$ cat src/hw/rtl/omni_mix_pkg.sv
// Package for the three-wheel omni drive mixer: shared widths, types, reset values
// and the elaboration-time arctangent table functions.
// No dependencies.
package omni_mix_pkg;

  localparam int RAW_W       = 16;
  localparam int SCL_W       = 10;
  localparam int LIM_W       = 9;
  localparam int WHL_W       = 11;
  localparam int MAG_W       = 9;
  localparam int HDG_W       = 9;
  localparam int SPD_W       = 10;
  localparam int SQ_W        = 19;
  localparam int SQRT_STEPS  = 10;
  localparam int COORD_SHIFT = 32;
  localparam int CRD_W       = 46;
  localparam int TABLE_BITS  = 56;

  localparam logic [0:0] REG_NEUTRAL = 1'b0;
  localparam logic [0:0] REG_LIMIT   = 1'b1;

  localparam logic [RAW_W-1:0] NEUTRAL_RESET = 16'h8000;
  localparam logic [LIM_W-1:0] LIMIT_RESET   = 9'd500;

  localparam int ATAN_POW2 = 0;
  localparam int ATAN_FIVE = 1;
  localparam int ATAN_239  = 2;

  typedef logic signed [SCL_W-1:0] scaled_t;

  typedef struct packed {
    scaled_t y;
    scaled_t x;
    scaled_t rot;
  } scaled_cmd_t;

  typedef struct packed {
    logic [SPD_W-1:0] speed;
    logic [HDG_W-1:0] heading;
    scaled_t          rot;
  } vector_t;

  // arctangent of 1/m in units of 2^-56 rad, m = 2^sh, 5 or 239
  function automatic logic [63:0] atan_recip(input int mode, input int sh);
    logic [63:0] p;
    logic [63:0] sum;
    logic [63:0] t;
    logic        done;
    case (mode)
      ATAN_FIVE: p = (64'd1 << TABLE_BITS) / 64'd5;
      ATAN_239:  p = (64'd1 << TABLE_BITS) / 64'd239;
      default:   p = (64'd1 << TABLE_BITS) >> sh;
    endcase
    sum  = p;
    done = 1'b0;
    for (int k = 1; k < 64; k++) begin
      if (!done) begin
        case (mode)
          ATAN_FIVE: p = p / 64'd25;
          ATAN_239:  p = p / 64'd57121;
          default:   p = p >> (2 * sh);
        endcase
        if (p == 64'd0) begin
          done = 1'b1;
        end else begin
          t = p / 64'(2 * k + 1);
          if ((k % 2) == 1) begin
            sum = sum - t;
          end else begin
            sum = sum + t;
          end
        end
      end
    end
    return sum;
  endfunction

  // arctangent of 2^-i in units of 2^-frac scaled degrees
  function automatic logic [63:0] step_angle(input int i, input int frac);
    logic [63:0] r;
    logic [63:0] deg;
    if (i == 0) begin
      r = 64'd4 * atan_recip(ATAN_FIVE, 0) - atan_recip(ATAN_239, 0);
    end else begin
      r = atan_recip(ATAN_POW2, i);
    end
    deg = (r / 64'd10000) * 64'd572958 + ((r % 64'd10000) * 64'd572958) / 64'd10000;
    return deg >> (TABLE_BITS - frac);
  endfunction

endpackage

$ cat src/hw/rtl/omni_mix_wheel.sv
// Wheel mixer: sector share of the speed per wheel, division by 60 through a
// reciprocal, rotation subtraction, clamp and doubling over three stages.
// Depends on omni_mix_pkg.
module omni_mix_wheel (
  input  logic                                clk,
  input  logic                                rst,
  input  logic                                en,
  input  logic                                in_valid,
  input  omni_mix_pkg::vector_t               in_vec,
  input  logic [omni_mix_pkg::LIM_W-1:0]      limit,
  output logic                                out_valid,
  output logic signed [omni_mix_pkg::WHL_W-1:0] wheel_one,
  output logic signed [omni_mix_pkg::WHL_W-1:0] wheel_two,
  output logic signed [omni_mix_pkg::WHL_W-1:0] wheel_three,
  output logic [omni_mix_pkg::MAG_W-1:0]      drive_magnitude,
  output logic [omni_mix_pkg::HDG_W-1:0]      drive_heading
);
  import omni_mix_pkg::*;

  localparam int ANG_W  = HDG_W + 1;
  localparam int COEF_W = 6;
  localparam int PRD_W  = 16;
  localparam int RCP_W  = 17;
  localparam int MUL_W  = PRD_W + RCP_W;
  localparam int W_W    = 12;
  localparam logic [RCP_W-1:0] RECIP_60 = 17'd69906;

  logic    vld1, vld2;
  vector_t vec1, vec2;

  logic [PRD_W-1:0]  prd_q [3];
  logic              neg1  [3];
  logic [SPD_W-1:0]  quo_q [3];
  logic              neg2  [3];
  logic [WHL_W-1:0]  drv   [3];

  for (genvar k = 0; k < 3; k++) begin : g_wheel
    localparam logic [ANG_W-1:0] OFFSET = ANG_W'(120 * k);

    logic [ANG_W-1:0]  ang;
    logic [COEF_W-1:0] coef;
    logic              neg;
    logic [MUL_W-1:0]  mul;
    logic signed [W_W-1:0] share, w, lim_s;

    always_comb begin
      ang = ANG_W'(in_vec.heading) + OFFSET;
      if (ang > ANG_W'(360)) begin
        ang = ang - ANG_W'(360);
      end
      if (ang <= ANG_W'(60)) begin
        coef = COEF_W'(ANG_W'(60) - ang);
        neg  = 1'b0;
      end else if (ang <= ANG_W'(120)) begin
        coef = COEF_W'(ang - ANG_W'(60));
        neg  = 1'b1;
      end else if (ang <= ANG_W'(180)) begin
        coef = COEF_W'(60);
        neg  = 1'b1;
      end else if (ang <= ANG_W'(240)) begin
        coef = COEF_W'(ANG_W'(240) - ang);
        neg  = 1'b1;
      end else if (ang <= ANG_W'(300)) begin
        coef = COEF_W'(ang - ANG_W'(240));
        neg  = 1'b0;
      end else begin
        coef = COEF_W'(60);
        neg  = 1'b0;
      end
    end

    always_comb begin
      mul = MUL_W'(prd_q[k]) * MUL_W'(RECIP_60);
    end

    always_comb begin
      share = neg2[k] ? -$signed({2'b00, quo_q[k]}) : $signed({2'b00, quo_q[k]});
      w     = share - W_W'($signed(vec2.rot));
      lim_s = $signed({3'b000, limit});
      if (w > lim_s) begin
        w = lim_s;
      end else if (w < -lim_s) begin
        w = -lim_s;
      end
      drv[k] = {w[WHL_W-2:0], 1'b0};
    end

    always_ff @(posedge clk) begin
      if (en) begin
        prd_q[k] <= PRD_W'(in_vec.speed) * PRD_W'(coef);
        neg1[k]  <= neg;
        quo_q[k] <= mul[22 +: SPD_W];
        neg2[k]  <= neg1[k];
      end
    end
  end

  always_ff @(posedge clk) begin
    if (rst) begin
      vld1      <= 1'b0;
      vld2      <= 1'b0;
      out_valid <= 1'b0;
    end else if (en) begin
      vld1      <= in_valid;
      vld2      <= vld1;
      out_valid <= vld2;
    end
  end

  always_ff @(posedge clk) begin
    if (en) begin
      vec1            <= in_vec;
      vec2            <= vec1;
      wheel_one       <= drv[0];
      wheel_two       <= drv[1];
      wheel_three     <= drv[2];
      drive_heading   <= vec2.heading;
      drive_magnitude <= (vec2.speed > SPD_W'(511)) ? MAG_W'(511) : vec2.speed[MAG_W-1:0];
    end
  end

endmodule

$ cat config.mk
export PLATFORM = sky130hd
export DESIGN_NAME = omni_mix_wheel
export DESIGN_NICKNAME = d
export VERILOG_FILES = /design/src/hw/rtl/omni_mix_pkg.sv /design/src/hw/rtl/omni_mix_wheel.sv
export SDC_FILE = /design/constraint.sdc
export NUM_CORES = 1
export LEC_CHECK = 0
export ABC_AREA = 1
export ABC_CLOCK_PERIOD_IN_PS = 17000
export BUFFER_PORTS_ARGS = -buffer_cell sky130_fd_sc_hd__buf_2
export CAP_MARGIN = 20
export CORE_MARGIN = 5
export CORE_UTILIZATION = 37
export CTS_CLUSTER_SIZE = 14
export DETAILED_ROUTE_END_ITERATION = 12
export MAX_ROUTING_LAYER = met4
export PLACE_DENSITY = 0.54
export SYNTH_ARGS = -nofsm -noshare
export SYNTH_HDL_FRONTEND = slang
export SYNTH_SLANG_ARGS = --single-unit
$ cat constraint.sdc
create_clock -name clk -period 17 [get_ports clk]
set_clock_uncertainty 0.1 [all_clocks]
set_input_delay 2.55 -clock clk [delete_from_list [all_inputs] [get_ports clk]]
set_output_delay 2.55 -clock clk [all_outputs]
set_load 0.01 [all_outputs]
==> qor.yml <==
synth:
  synth_top_area_share_pct: 24.1
  yosysWarnings: 0
  ys_types: 59
  yosys-top-cells-area: "ha_1 24%, edfxtp_1 23%, fa_1 13%, inv_1 7.3%, nand2_1 6.9%"
  syn_area_um2: 25100
  syn_area_per_cell_um2: 8.63
  synthCells: 2908
  synth.largest_area_cell: "ha_1"
  synth_seq_cells: 193
  ys_seq_area_share_pct: 23.0
global_route:
  grt_pass1_vias: 20357
  grt_use_total_pct: 17.5
  grt_pass1_wl_um: 104000
  antenna_found_initial: 1
  grt_max_degree: 96
  overflow: 0
critical_path:
  cp_top_family: "adder cells"
  cp-end-kind: "flip-flop"
  worst-path-max-fanout: 14
  slowest_delay_ps: 560
  cp.buffers_inverters: 7
  cp_common_cell: "nand2_1"
  criticalPathCategory: "input port to flip-flop"
  worst_path_max_delay_cell: "ha_1"
  required_ps: 17130
  crit_arrival_ps: 9490
  worstSetupStartpointType: "input port"
routing:
  viasPerCell: 5.08
  drc: 0
  drt-total-wl_um: 61400
  drt_iter0_markers: 1269
  ant_nets: 0
  vias: 19702
  drtPass1Iterations: 5
  routedWlPerCell_um: 15.8
clocking:
  cts_buffers: 17
  cts-resized-gates: 0
  cts_tree: "done"
  cts_hold_buf: 0
  clkTransAtPathRegs_ps: 80
  cts.sinks: 193
  cts_max_level: 4
  ctsLongestPathBuffers: 2
  clk_latency_ps: 470
  root_buffer: "clkbuf_16"
  post-cts-setup-buffers: 0
layout:
  syn2layout_area_growth_pct: 8.13
  multi_input_area_um2: 17200
  fin_nets: 3679
  layout-drive-gt1-share_pct: 8.11
  fill_cells: 6738
  regArea_um2: 5770
die:
  fp.dieH_um: 270
  die_w_um: 270
  initial_core_util_pct: 37.3
  pin_count: 94
  row_count: 95
  core-area_um2: 67300
  die_area_um2: 73200
sta:
  finalSetupViolations: 0
  holdWs_ps: 323
  maxSlewHeadroom_pct: 39.9
  fmax_mhz: 107
  rsz0062_at_grt: "false"
  hold_viol: 0
  finalSetupTns_ps: 0
  drv_slew: 0
  final.min_clock_period_ps: 9370
  finalCritPeriodShare_pct: 55.1
  worst_pin_slew_ps: 902
run_status:
  status: "complete, no violations"
placed_design:
  dpl.hpwl_um: 51200
  io_buffers: 90
  gp_congestion: 0.920
run:
  cap_violations: 0
min_path:
  hold_class: "flip-flop to flip-flop"
-- cell type report --
class	instances	area share, %
flip-flops and latches	193	21.2
clock buffers	17	1.57
clock inverters	15	0.622
inverters	521	7.24
repair buffers	93	1.77
well taps	873	4.02
diodes	1	0.00922
multi-input cells	2169	63.5
-- logic make-up after synthesis --
family | Yosys count | share of synthesized area, %
AO/OA/AOI/OAI | 485 | 10.8
XOR/XNOR | 145 | 5.06
adder cells (fa/ha/maj) | 642 | 36.8
buffers and inverters | 548 | 8.37
flip-flops | 193 | 23.0
other | 1 | 0.0149
AND/OR/NAND/NOR | 894 | 16.1
-- metrics by stage --
stage / area (um2) / cells / setup WS, ps / util, %
6_report: 27100 / 3882 / 7630 / 40.3
5_1_grt: 27100 / 3882 / 7050 / 40.3
4_1_cts: 27100 / 3881 / 7670 / 40.3
3_5_place_dp: 26500 / 3849 / 7150 / 39.5
3_3_place_gp: 26500 / 3849 / 7230 / 39.5
2_1_floorplan: 25100 / 2910 / 8290 / -
-- routing by layer --
metal	global-route usage [%]	part of all wire, %
met3	2.56	4.1
met2	29.0	47
met4	4.68	2.3
met5	-	0
met1	22.7	47
-- sequential cells by signal, indices dropped and copies added (netlist names) --
signal           flops
prd_q               48
quo_q               30
vec1                29
vec2                29
wheel_one           10
wheel_three         10
wheel_two           10
drive_heading        9
drive_magnitude      9
neg1                 3
neg2                 3
out_valid            1
vld1                 1
vld2                 1
-- cells in the final DEF, fill, tap and decap left out, types with 29 or more instances in the layout --
cell      count
o21ai_0     110
xor2_1      111
nand2_1     461
nand4_1      29
a21oi_1     271
nand2_2      38
fa_1        159
nor2_1      169
nand3_1     104
ha_1        483
xnor2_1      34
nor3_1       34
inv_1       489
buf_2        89
edfxtp_1    190
-- cell usage after synthesis, drive strengths merged --
| cell | instances |
|---|---|
| a211oi | 3 |
| a21boi | 3 |
| a21o | 13 |
| a21oi | 272 |
| a221oi | 1 |
| a22oi | 1 |
| a31oi | 12 |
| a41oi | 3 |
| and3 | 4 |
| buf | 14 |
| clkbuf | 13 |
| clkinv | 7 |
| conb | 1 |
| dfxtp | 3 |
| edfxtp | 190 |
| fa | 159 |
| ha | 483 |
| inv | 514 |
| nand2 | 506 |
| nand3 | 119 |
| nand3b | 1 |
| nand4 | 30 |
| nor2 | 179 |
| nor3 | 35 |
| nor4 | 4 |
| o2111ai | 3 |
| o211ai | 18 |
| o21a | 9 |
| o21ai | 124 |
| o21bai | 10 |
| o221ai | 4 |
| o311ai | 1 |
| o31a | 1 |
| o31ai | 6 |
| o32ai | 1 |
| or2 | 16 |
| xnor2 | 34 |
| xor2 | 111 |
-- worst reg2reg max path: stages (launching register included) --
cell and delay (ps):
edfxtp_1 490, inv_1 230, nor2_1 80, xor2_1 150, ha_1 360, nand2_1 70, o21ai_0 340, a21oi_1 180
o21ai_0 310, a21o_1 170, a21oi_1 80, xnor2_1 210, inv_1 70, ha_1 350, nand4_1 140, nor3_1 60
nand2_1 70, o2111ai_1 110, or2_2 290, nand2_1 400, inv_1 140, nand2_1 80, o21ai_0 70, nand2_1 80
o21ai_0 110
-- path summary, 6_finish.rpt --
path                                  from           end  slack, ps  depth (start not counted)
worst max-delay path            in_vec[11]  prd_q[0][47]       7630                         37
worst min-delay path              vec1[22]      vec2[22]        320                          0
worst max register to register  neg2[0][0]  wheel_one[1]      12010                         24
worst min register to register    vec1[22]      vec2[22]        320                          0
Power is left out: the tool's default activity adds up to more than one toggle a clock period on the data nets, which glitch-free logic cannot reach.
