File: src/hw/rtl/omni_mix_pkg.sv
// Package for the three-wheel omni drive mixer: shared widths, types, reset values
// and the elaboration-time arctangent table functions.
// No dependencies.
package omni_mix_pkg;

  localparam int RAW_W       = 16;
  localparam int SCL_W       = 10;
  localparam int LIM_W       = 9;
  localparam int WHL_W       = 11;
  localparam int MAG_W       = 9;
  localparam int HDG_W       = 9;
  localparam int SPD_W       = 10;
  localparam int SQ_W        = 19;
  localparam int SQRT_STEPS  = 10;
  localparam int COORD_SHIFT = 32;
  localparam int CRD_W       = 46;
  localparam int TABLE_BITS  = 56;

  localparam logic [0:0] REG_NEUTRAL = 1'b0;
  localparam logic [0:0] REG_LIMIT   = 1'b1;

  localparam logic [RAW_W-1:0] NEUTRAL_RESET = 16'h8000;
  localparam logic [LIM_W-1:0] LIMIT_RESET   = 9'd500;

  localparam int ATAN_POW2 = 0;
  localparam int ATAN_FIVE = 1;
  localparam int ATAN_239  = 2;

  typedef logic signed [SCL_W-1:0] scaled_t;

  typedef struct packed {
    scaled_t y;
    scaled_t x;
    scaled_t rot;
  } scaled_cmd_t;

  typedef struct packed {
    logic [SPD_W-1:0] speed;
    logic [HDG_W-1:0] heading;
    scaled_t          rot;
  } vector_t;

  // arctangent of 1/m in units of 2^-56 rad, m = 2^sh, 5 or 239
  function automatic logic [63:0] atan_recip(input int mode, input int sh);
    logic [63:0] p;
    logic [63:0] sum;
    logic [63:0] t;
    logic        done;
    case (mode)
      ATAN_FIVE: p = (64'd1 << TABLE_BITS) / 64'd5;
      ATAN_239:  p = (64'd1 << TABLE_BITS) / 64'd239;
      default:   p = (64'd1 << TABLE_BITS) >> sh;
    endcase
    sum  = p;
    done = 1'b0;
    for (int k = 1; k < 64; k++) begin
      if (!done) begin
        case (mode)
          ATAN_FIVE: p = p / 64'd25;
          ATAN_239:  p = p / 64'd57121;
          default:   p = p >> (2 * sh);
        endcase
        if (p == 64'd0) begin
          done = 1'b1;
        end else begin
          t = p / 64'(2 * k + 1);
          if ((k % 2) == 1) begin
            sum = sum - t;
          end else begin
            sum = sum + t;
          end
        end
      end
    end
    return sum;
  endfunction

  // arctangent of 2^-i in units of 2^-frac scaled degrees
  function automatic logic [63:0] step_angle(input int i, input int frac);
    logic [63:0] r;
    logic [63:0] deg;
    if (i == 0) begin
      r = 64'd4 * atan_recip(ATAN_FIVE, 0) - atan_recip(ATAN_239, 0);
    end else begin
      r = atan_recip(ATAN_POW2, i);
    end
    deg = (r / 64'd10000) * 64'd572958 + ((r % 64'd10000) * 64'd572958) / 64'd10000;
    return deg >> (TABLE_BITS - frac);
  endfunction

endpackage

File: src/hw/rtl/omni_mix_scale.sv
// Command scaling: centres the three raw commands on the neutral point and scales
// them by 500/65535 with truncation toward zero, over two register stages.
// Depends on omni_mix_pkg.
module omni_mix_scale (
  input  logic                             clk,
  input  logic                             rst,
  input  logic                             en,
  input  logic                             in_valid,
  input  logic [omni_mix_pkg::RAW_W-1:0]   y_command,
  input  logic [omni_mix_pkg::RAW_W-1:0]   x_command,
  input  logic [omni_mix_pkg::RAW_W-1:0]   rotation_command,
  input  logic [omni_mix_pkg::RAW_W-1:0]   neutral,
  output logic                             out_valid,
  output omni_mix_pkg::scaled_cmd_t        out_cmd
);
  import omni_mix_pkg::*;

  localparam int PROD_W = 25;
  localparam int SUM_W  = PROD_W + 1;

  logic [RAW_W-1:0]  raw   [3];
  logic [PROD_W-1:0] prod  [3];
  logic              neg   [3];
  logic [PROD_W-1:0] prod_q [3];
  logic              neg_q  [3];
  scaled_t           scl   [3];
  logic              vld_q;

  assign raw[0] = y_command;
  assign raw[1] = x_command;
  assign raw[2] = rotation_command;

  for (genvar l = 0; l < 3; l++) begin : g_lane
    logic signed [RAW_W:0] diff;
    logic [RAW_W-1:0]      mag;
    logic [SUM_W-1:0]      quot_sum;
    logic [LIM_W-1:0]      quot;

    always_comb begin
      diff    = $signed({1'b0, raw[l]}) - $signed({1'b0, neutral});
      neg[l]  = diff[RAW_W];
      mag     = neg[l] ? RAW_W'(-diff) : diff[RAW_W-1:0];
      prod[l] = PROD_W'(mag) * PROD_W'(500);
    end

    always_comb begin
      quot_sum = SUM_W'(prod_q[l]) + SUM_W'(prod_q[l] >> 16) + SUM_W'(1);
      quot     = quot_sum[16 +: LIM_W];
      scl[l]   = neg_q[l] ? -$signed({1'b0, quot}) : $signed({1'b0, quot});
    end

    always_ff @(posedge clk) begin
      if (en) begin
        prod_q[l] <= prod[l];
        neg_q[l]  <= neg[l];
      end
    end
  end

  always_ff @(posedge clk) begin
    if (en) begin
      out_cmd.y   <= scl[0];
      out_cmd.x   <= scl[1];
      out_cmd.rot <= scl[2];
    end
  end

  always_ff @(posedge clk) begin
    if (rst) begin
      vld_q     <= 1'b0;
      out_valid <= 1'b0;
    end else if (en) begin
      vld_q     <= in_valid;
      out_valid <= vld_q;
    end
  end

endmodule

File: config.mk
export PLATFORM = sky130hd
export DESIGN_NAME = omni_mix_scale
export DESIGN_NICKNAME = d
export VERILOG_FILES = /design/src/hw/rtl/omni_mix_pkg.sv /design/src/hw/rtl/omni_mix_scale.sv
export SDC_FILE = /design/constraint.sdc
export NUM_CORES = 1
export LEC_CHECK = 0
export BUFFER_PORTS_ARGS = -buffer_cell sky130_fd_sc_hd__buf_2
export CAP_MARGIN = 20
export CELL_PAD_IN_SITES_DETAIL_PLACEMENT = 1
export CELL_PAD_IN_SITES_GLOBAL_PLACEMENT = 2
export CORE_UTILIZATION = 42
export DETAILED_ROUTE_END_ITERATION = 10
export PLACE_DENSITY_LB_ADDON = 0.12
export SKIP_LAST_GASP = 1
export SYNTH_ARGS = -nofsm -noshare
export SYNTH_HDL_FRONTEND = slang
export SYNTH_SLANG_ARGS = --single-unit
export TNS_END_PERCENT = 100
File: constraint.sdc
create_clock -name clk -period 20 [get_ports clk]
set_input_delay 4 -clock clk [delete_from_list [all_inputs] [get_ports clk]]
set_output_delay 4 -clock clk [all_outputs]
set_load 0.05 [all_outputs]
==> flow_metrics.py, run 1 <==
metrics = {
    "status": {
        "status": "finished clean",
    },
    "floorplan": {
        "initial_core_util_pct": 42.6,
        "fp.coreArea_sq_um": 38600,
        "die_y_microns": 200,
        "rows": 72,
        "dieArea_sq_um": 40000,
        "boundaryPins": 99,
        "die_x_microns": 200,
    },
    "finish": {
        "final_layout_size_suffix_gt1_share_pct": 8.67,
        "final_nets": 2296,
        "antenna_cells": 0,
        "regArea_sq_um": 3100,
        "nFillCells": 4505,
        "final_cell_area_sq_um": 17800,
        "multi_input_area_sq_um": 12100,
        "syn_to_final_growth_pct": 8.01,
    },
    "detailed_routing": {
        "drc": 0,
        "avgRoutedWirePerCell_microns": 16.6,
        "drt_pass1_iterations": 4,
        "top_layer_used": "met5",
        "initialDrtViolationCount": 375,
        "ant_nets": 0,
        "drt-total-wl_microns": 39300,
        "met1_length_microns": 20400,
        "viasPerCell": 5.17,
        "met3RoutedLength_microns": 908,
        "dr_wl_met2_microns": 17500,
        "vias": 12263,
    },
    "synthesis": {
        "syn-cell-area_sq_um": 16500,
        "synth_most_common_cell": "inv_1",
        "synth_enable_flop_cells": 102,
        "syn_inst": 1764,
        "synth_top_area_cell": "edfxtp_1",
        "synth_warnings": 0,
        "ys_ff_latch": 104,
        "synth.top_cells.by_area": "edfxtp_1 19%, fa_1 18%, ha_1 17%, xnor2_1 7.1%, inv_1 7.0%",
        "synth_cell_types": 81,
        "synth_top_area_share_pct": 18.6,
        "synth_area_per_cell_sq_um": 9.34,
        "syn-num-nets": 2209,
        "ys_seq_area_share_pct": 18.8,
        "synth_common_cells": "305 x inv_1, 230 x ha_1, 147 x fa_1",
        "synthArstFlopShare_pct": 0,
        "synthFlopType": "edfxtp_1",
    },
    "clocking": {
        "cts-htree-levels": 3,
        "root_buffer": "clkbuf_16",
        "numCtsBuffers": 9,
        "path_clk_slew_ns": 0.07,
        "clk_latency_ns": 0.37,
        "ctsHoldBuffers": 0,
        "clkSinkCount": 104,
        "clockBufferDepth": 2,
        "post_cts_resized": 0,
        "post-cts-setup-buffers": 0,
        "tritoncts": "built",
    },
    "min_path": {
        "hold_class": "reg -> reg",
    },
    "timing": {
        "hold_viol": 0,
        "fin_crit_sh_pct": 58.2,
        "drv_slew": 0,
        "worstMarginPinSlew_ns": 1.06,
        "setup_violations": 0,
        "slew_headroom_pct": 28.4,
        "final.setup.tns_ns": 0,
        "clock.fmax_mhz": 85.9,
        "period_minus_slack_ns": 11.65,
        "rsz0062_at_grt": "no",
        "skew_ns": 0.0112,
    },
    "worst_setup_path": {
        "critPathLaunchType": "primary input",
        "end_kind": "flip-flop",
        "cpMaxStageDelayCell": "o21a_1",
        "cp_slowest_stage_delay_ns": 0.73,
        "crit_fanout": 21,
        "crit_type": "in -> reg",
        "cp.arrival_ns": 11.77,
        "required_ns": 20.13,
    },
    "global_routing": {
        "grt_pass1_wl_microns": 65200,
        "grt_max_degree": 61,
        "grt_antenna_before_repair": 2,
        "grt_pass1_vias": 12954,
        "gr-total-overflow": 0,
        "grt_usage_pct": 20.7,
    },
    "placement": {
        "place_area_sq_um": 17500,
        "portBuffers": 98,
        "gp_congestion": 0.819,
        "hpwl_microns": 33900,
    },
    "run": {
        "max-cap-violations": 0,
    },
}
cells by family (layout without fill, tap and decap cells):
kind of cell | count (synthesis) | after routing | share of synthesized area (%)
xor gates and xnor gates | 204 | 204 | 11.2
buffers and inverters | 332 | 424 | 7.76
muxes | 9 | 9 | 0.555
AOI/OAI and AO/OA | 378 | 378 | 15.6
and+or+nand+nor | 359 | 359 | 10.7
DFF | 104 | 104 | 18.8
adders and majority gates | 378 | 378 | 35.4
critical path, delay by kind of cell:
family / cells / cell delay (ns)
AOI/OAI and AO/OA: 14 / 3.70
adders and majority gates: 7 / 2.93
buffers and inverters: 6 / 0.51
xor gates and xnor gates: 2 / 0.47
and+or+nand+nor: 1 / 0.16
cells in the final DEF (no fill, tap or decap), drive strengths merged, types with 7 or more instances in the layout:
master / instances
mux2i: 8
fa: 147
clkbuf: 12
and2: 7
nor3: 30
o21a: 23
ha: 230
o21bai: 14
o31a: 10
nand4: 14
inv: 307
and3: 9
or2: 15
xnor2: 134
o31ai: 19
o22ai: 8
a31o: 8
nor2b: 21
a31oi: 9
o21ai: 66
nand2b: 14
a21o: 44
xor2: 70
edfxtp: 102
buf: 102
a211oi: 17
nand3: 29
a21oi: 109
nand2: 81
nor2: 105
path summary, 6_finish.rpt:
kind | startpoint | endpoint | slack (ns) | depth (start not counted)
hold / removal | vld_q$_SDFFE_PP0P_ | vld_q$_SDFFE_PP0P_ | 0.50 | 2
setup reg to reg | prod_q[0][16]$_DFFE_PP_ | out_cmd[28]$_DFFE_PP_ | 16.07 | 13
hold reg to reg | vld_q$_SDFFE_PP0P_ | vld_q$_SDFFE_PP0P_ | 0.50 | 2
setup / recovery | x_command[0] | prod_q[0][44]$_DFFE_PP_ | 8.35 | 30
metrics by stage:
stage          utilization [%]  cells  hold slack [ns]  setup WS (ns)
5_1_grt                   46.0   2374            0.551           7.67
3_3_place_gp              45.3   2357            0.470           8.12
2_1_floorplan                -   1764            0.460           8.95
6_report                  46.0   2374            0.503           8.35
4_1_cts                   46.0   2373            0.505           8.34
3_5_place_dp              45.3   2357            0.488           7.93
state kept, by name, summed over array words and instances, names as in the netlist:
name / cells
neg_q: 3
vld_q: 1
prod_q: 69
out_valid: 1
out_cmd: 30
final cells by class:
cell class / instances / share of cell area, %
sequential: 104 / 17.4
inverter: 305 / 6.44
multi-input combinational: 1328 / 68.0
tap: 518 / 3.64
timing repair buffer: 103 / 2.98
clock buffer: 11 / 1.31
clock inverter: 5 / 0.232
metal layers:
metal	up-vias	global-route usage [%]
met3	23	1.97
li1	6192	-
met2	146	33.9
met1	5900	29.5
met5	-	0
met4	2	4.21
Power of run 1 is not shown: default switching activity piles up to over one toggle a cycle in this logic, so the estimate is an artifact.
==> inputs of run 2 (changes only) <==
Settings changed: CORE_UTILIZATION 42 to 41.
Clock period 20 ns to 11.4 ns, I/O delays scaled along.
==> run 2 against run 1 <==
Die area rose by 2.4%. Sequential cell count did not move. Clock skew fell by 0.0029 ns. Setup slack got worse by 6.7 ns. Core utilization fell by 1.1 points. Final cell count rose by 0.38%. Critical path depth fell by 2. Wire length fell by 0.75%. Register-to-register slack got worse by 8.5 ns. Largest cell class unchanged. Sequential share of layout area barely moved. Critical endpoint is now prod_q[0][68]$_DFFE_PP_. Via count fell by 0.51%. Final area rose by 0.12%.
==> flow_metrics.py, run 2 (synthesized netlist as in run 1, its figures left out) <==
metrics = {
    "min_path": {
        "hold_class": "reg -> reg",
        "hp-start": "vld_q$_SDFFE_PP0P_",
        "hold_path_end": "vld_q$_SDFFE_PP0P_",
        "min_path_cells": 2,
    },
    "clocking": {
        "ctsHoldBuffers": 0,
        "path_clk_slew_ns": 0.07,
        "cts-htree-levels": 3,
        "clockBufferDepth": 2,
        "numCtsBuffers": 9,
        "clk_latency_ns": 0.36,
        "tritoncts": "built",
        "root_buffer": "clkbuf_16",
        "post_cts_resized": 0,
        "clkSinkCount": 104,
        "post-cts-setup-buffers": 0,
    },
    "run": {
        "max-cap-violations": 0,
    },
    "placement": {
        "place_area_sq_um": 17500,
        "gp_congestion": 0.811,
        "hpwl_microns": 33800,
        "portBuffers": 98,
    },
    "timing": {
        "drv_slew": 0,
        "skew_ns": 0.00832,
        "slew_headroom_pct": 30.3,
        "fin_crit_sh_pct": 85.5,
        "period_minus_slack_ns": 9.75,
        "rsz0062_at_grt": "no",
        "final.setup.tns_ns": 0,
        "worstMarginPinSlew_ns": 1.04,
        "clock.fmax_mhz": 103,
        "setup_violations": 0,
        "hold_viol": 0,
    },
    "worst_setup_path": {
        "cpMaxStageDelayCell": "fa_1",
        "worstRegToRegCells": 13,
        "r2r_setup_slack_ns": 7.55,
        "crit_fanout": 12,
        "crit_type": "in -> reg",
        "end_kind": "flip-flop",
        "required_ns": 11.52,
        "r2r-end": "out_cmd[28]$_DFFE_PP_",
        "critPathLaunchType": "primary input",
        "cp_slowest_stage_delay_ns": 0.57,
        "r2r-start": "prod_q[0][16]$_DFFE_PP_",
        "cp.arrival_ns": 9.86,
    },
    "finish": {
        "final_layout_size_suffix_gt1_share_pct": 8.83,
        "largest-register": "prod_q",
        "final_cell_area_sq_um": 17800,
        "layout_commonest_cell": "inv_1",
        "layout_common_cells": "305 x inv_1, 230 x ha_1, 147 x fa_1",
        "final_nets": 2298,
        "utilization_pct": 44.9,
        "top_regs": "prod_q: 69 flops, out_cmd: 30 flops, neg_q: 3 flops",
        "largest_reg_flops": 69,
        "syn_to_final_growth_pct": 8.14,
        "antenna_cells": 0,
    },
    "detailed_routing": {
        "initialDrtViolationCount": 487,
        "drt-total-wl_microns": 39000,
        "vias": 12201,
        "ant_nets": 0,
        "viasPerCell": 5.12,
        "avgRoutedWirePerCell_microns": 16.4,
        "drc": 0,
        "drt_pass1_iterations": 4,
    },
    "global_routing": {
        "met1_usage_pct": 28.7,
        "grt_antenna_before_repair": 3,
        "grt_pass1_vias": 13006,
        "grt_use_met3_pct": 1.95,
        "gr-total-overflow": 0,
        "grt.busiest_layer": "met2",
        "grt_util_met2_pct": 32.5,
        "grt_usage_pct": 19.8,
        "grt_max_degree": 55,
        "grt_pass1_wl_microns": 65500,
    },
    "floorplan": {
        "rows": 73,
        "initial_core_util_pct": 41.5,
        "die_y_microns": 202,
        "die_x_microns": 202,
        "boundaryPins": 99,
        "dieArea_sq_um": 41000,
        "fp.coreArea_sq_um": 39600,
    },
    "status": {
        "status": "finished clean",
    },
}
-- run 2: area by class of cell --
class                           count  area (sq um)
Multi-Input combinational cell   1328         12100
Clock inverter                      7          46.3
Inverter                          305          1140
Clock buffer                        9           225
Timing Repair Buffer              105           546
Tap cell                          525           657
Fill cell                        4639         21800
Sequential cell                   104          3100
-- run 2: critical path: cells and delay by family --
family          cells  cell delay (ns)
compound gates     12             3.01
xor+xnor            3             0.86
fa+ha+maj           6             2.38
buf+inv             5             0.73
simple gates        2             0.61
-- run 2: layer usage --
layer | part of all wire, % | routed length, microns
met4 | 0.61 | 238
met2 | 45 | 17400
met1 | 53 | 20600
met5 | 0.056 | 22
met3 | 1.9 | 739
-- run 2: stage by stage --
stage	cells	hold slack [ns]	setup slack, ns
after CTS	2383	0.504	1.61
after global placement	2367	0.471	1.33
after floorplan	1764	0.460	2.07
after global routing	2383	0.548	1.12
after detailed placement	2367	0.486	1.21
final	2383	0.504	1.65
-- run 2: how the worst max path moves through the flow --
stage / slack [ns] / from / end / cells after the start
3_5_place_dp: 1.21 / neutral[0] / prod_q[0][68]$_DFFE_PP_ / 28
2_1_floorplan: 2.07 / rotation_command[0] / prod_q[0][68]$_DFFE_PP_ / 28
4_1_cts: 1.61 / neutral[0] / prod_q[0][68]$_DFFE_PP_ / 28
5_1_grt: 1.12 / neutral[0] / prod_q[0][68]$_DFFE_PP_ / 28
6_report: 1.65 / neutral[0] / prod_q[0][68]$_DFFE_PP_ / 28
3_3_place_gp: 1.33 / neutral[0] / prod_q[0][68]$_DFFE_PP_ / 27
Power of run 2 is left out for the same reason.
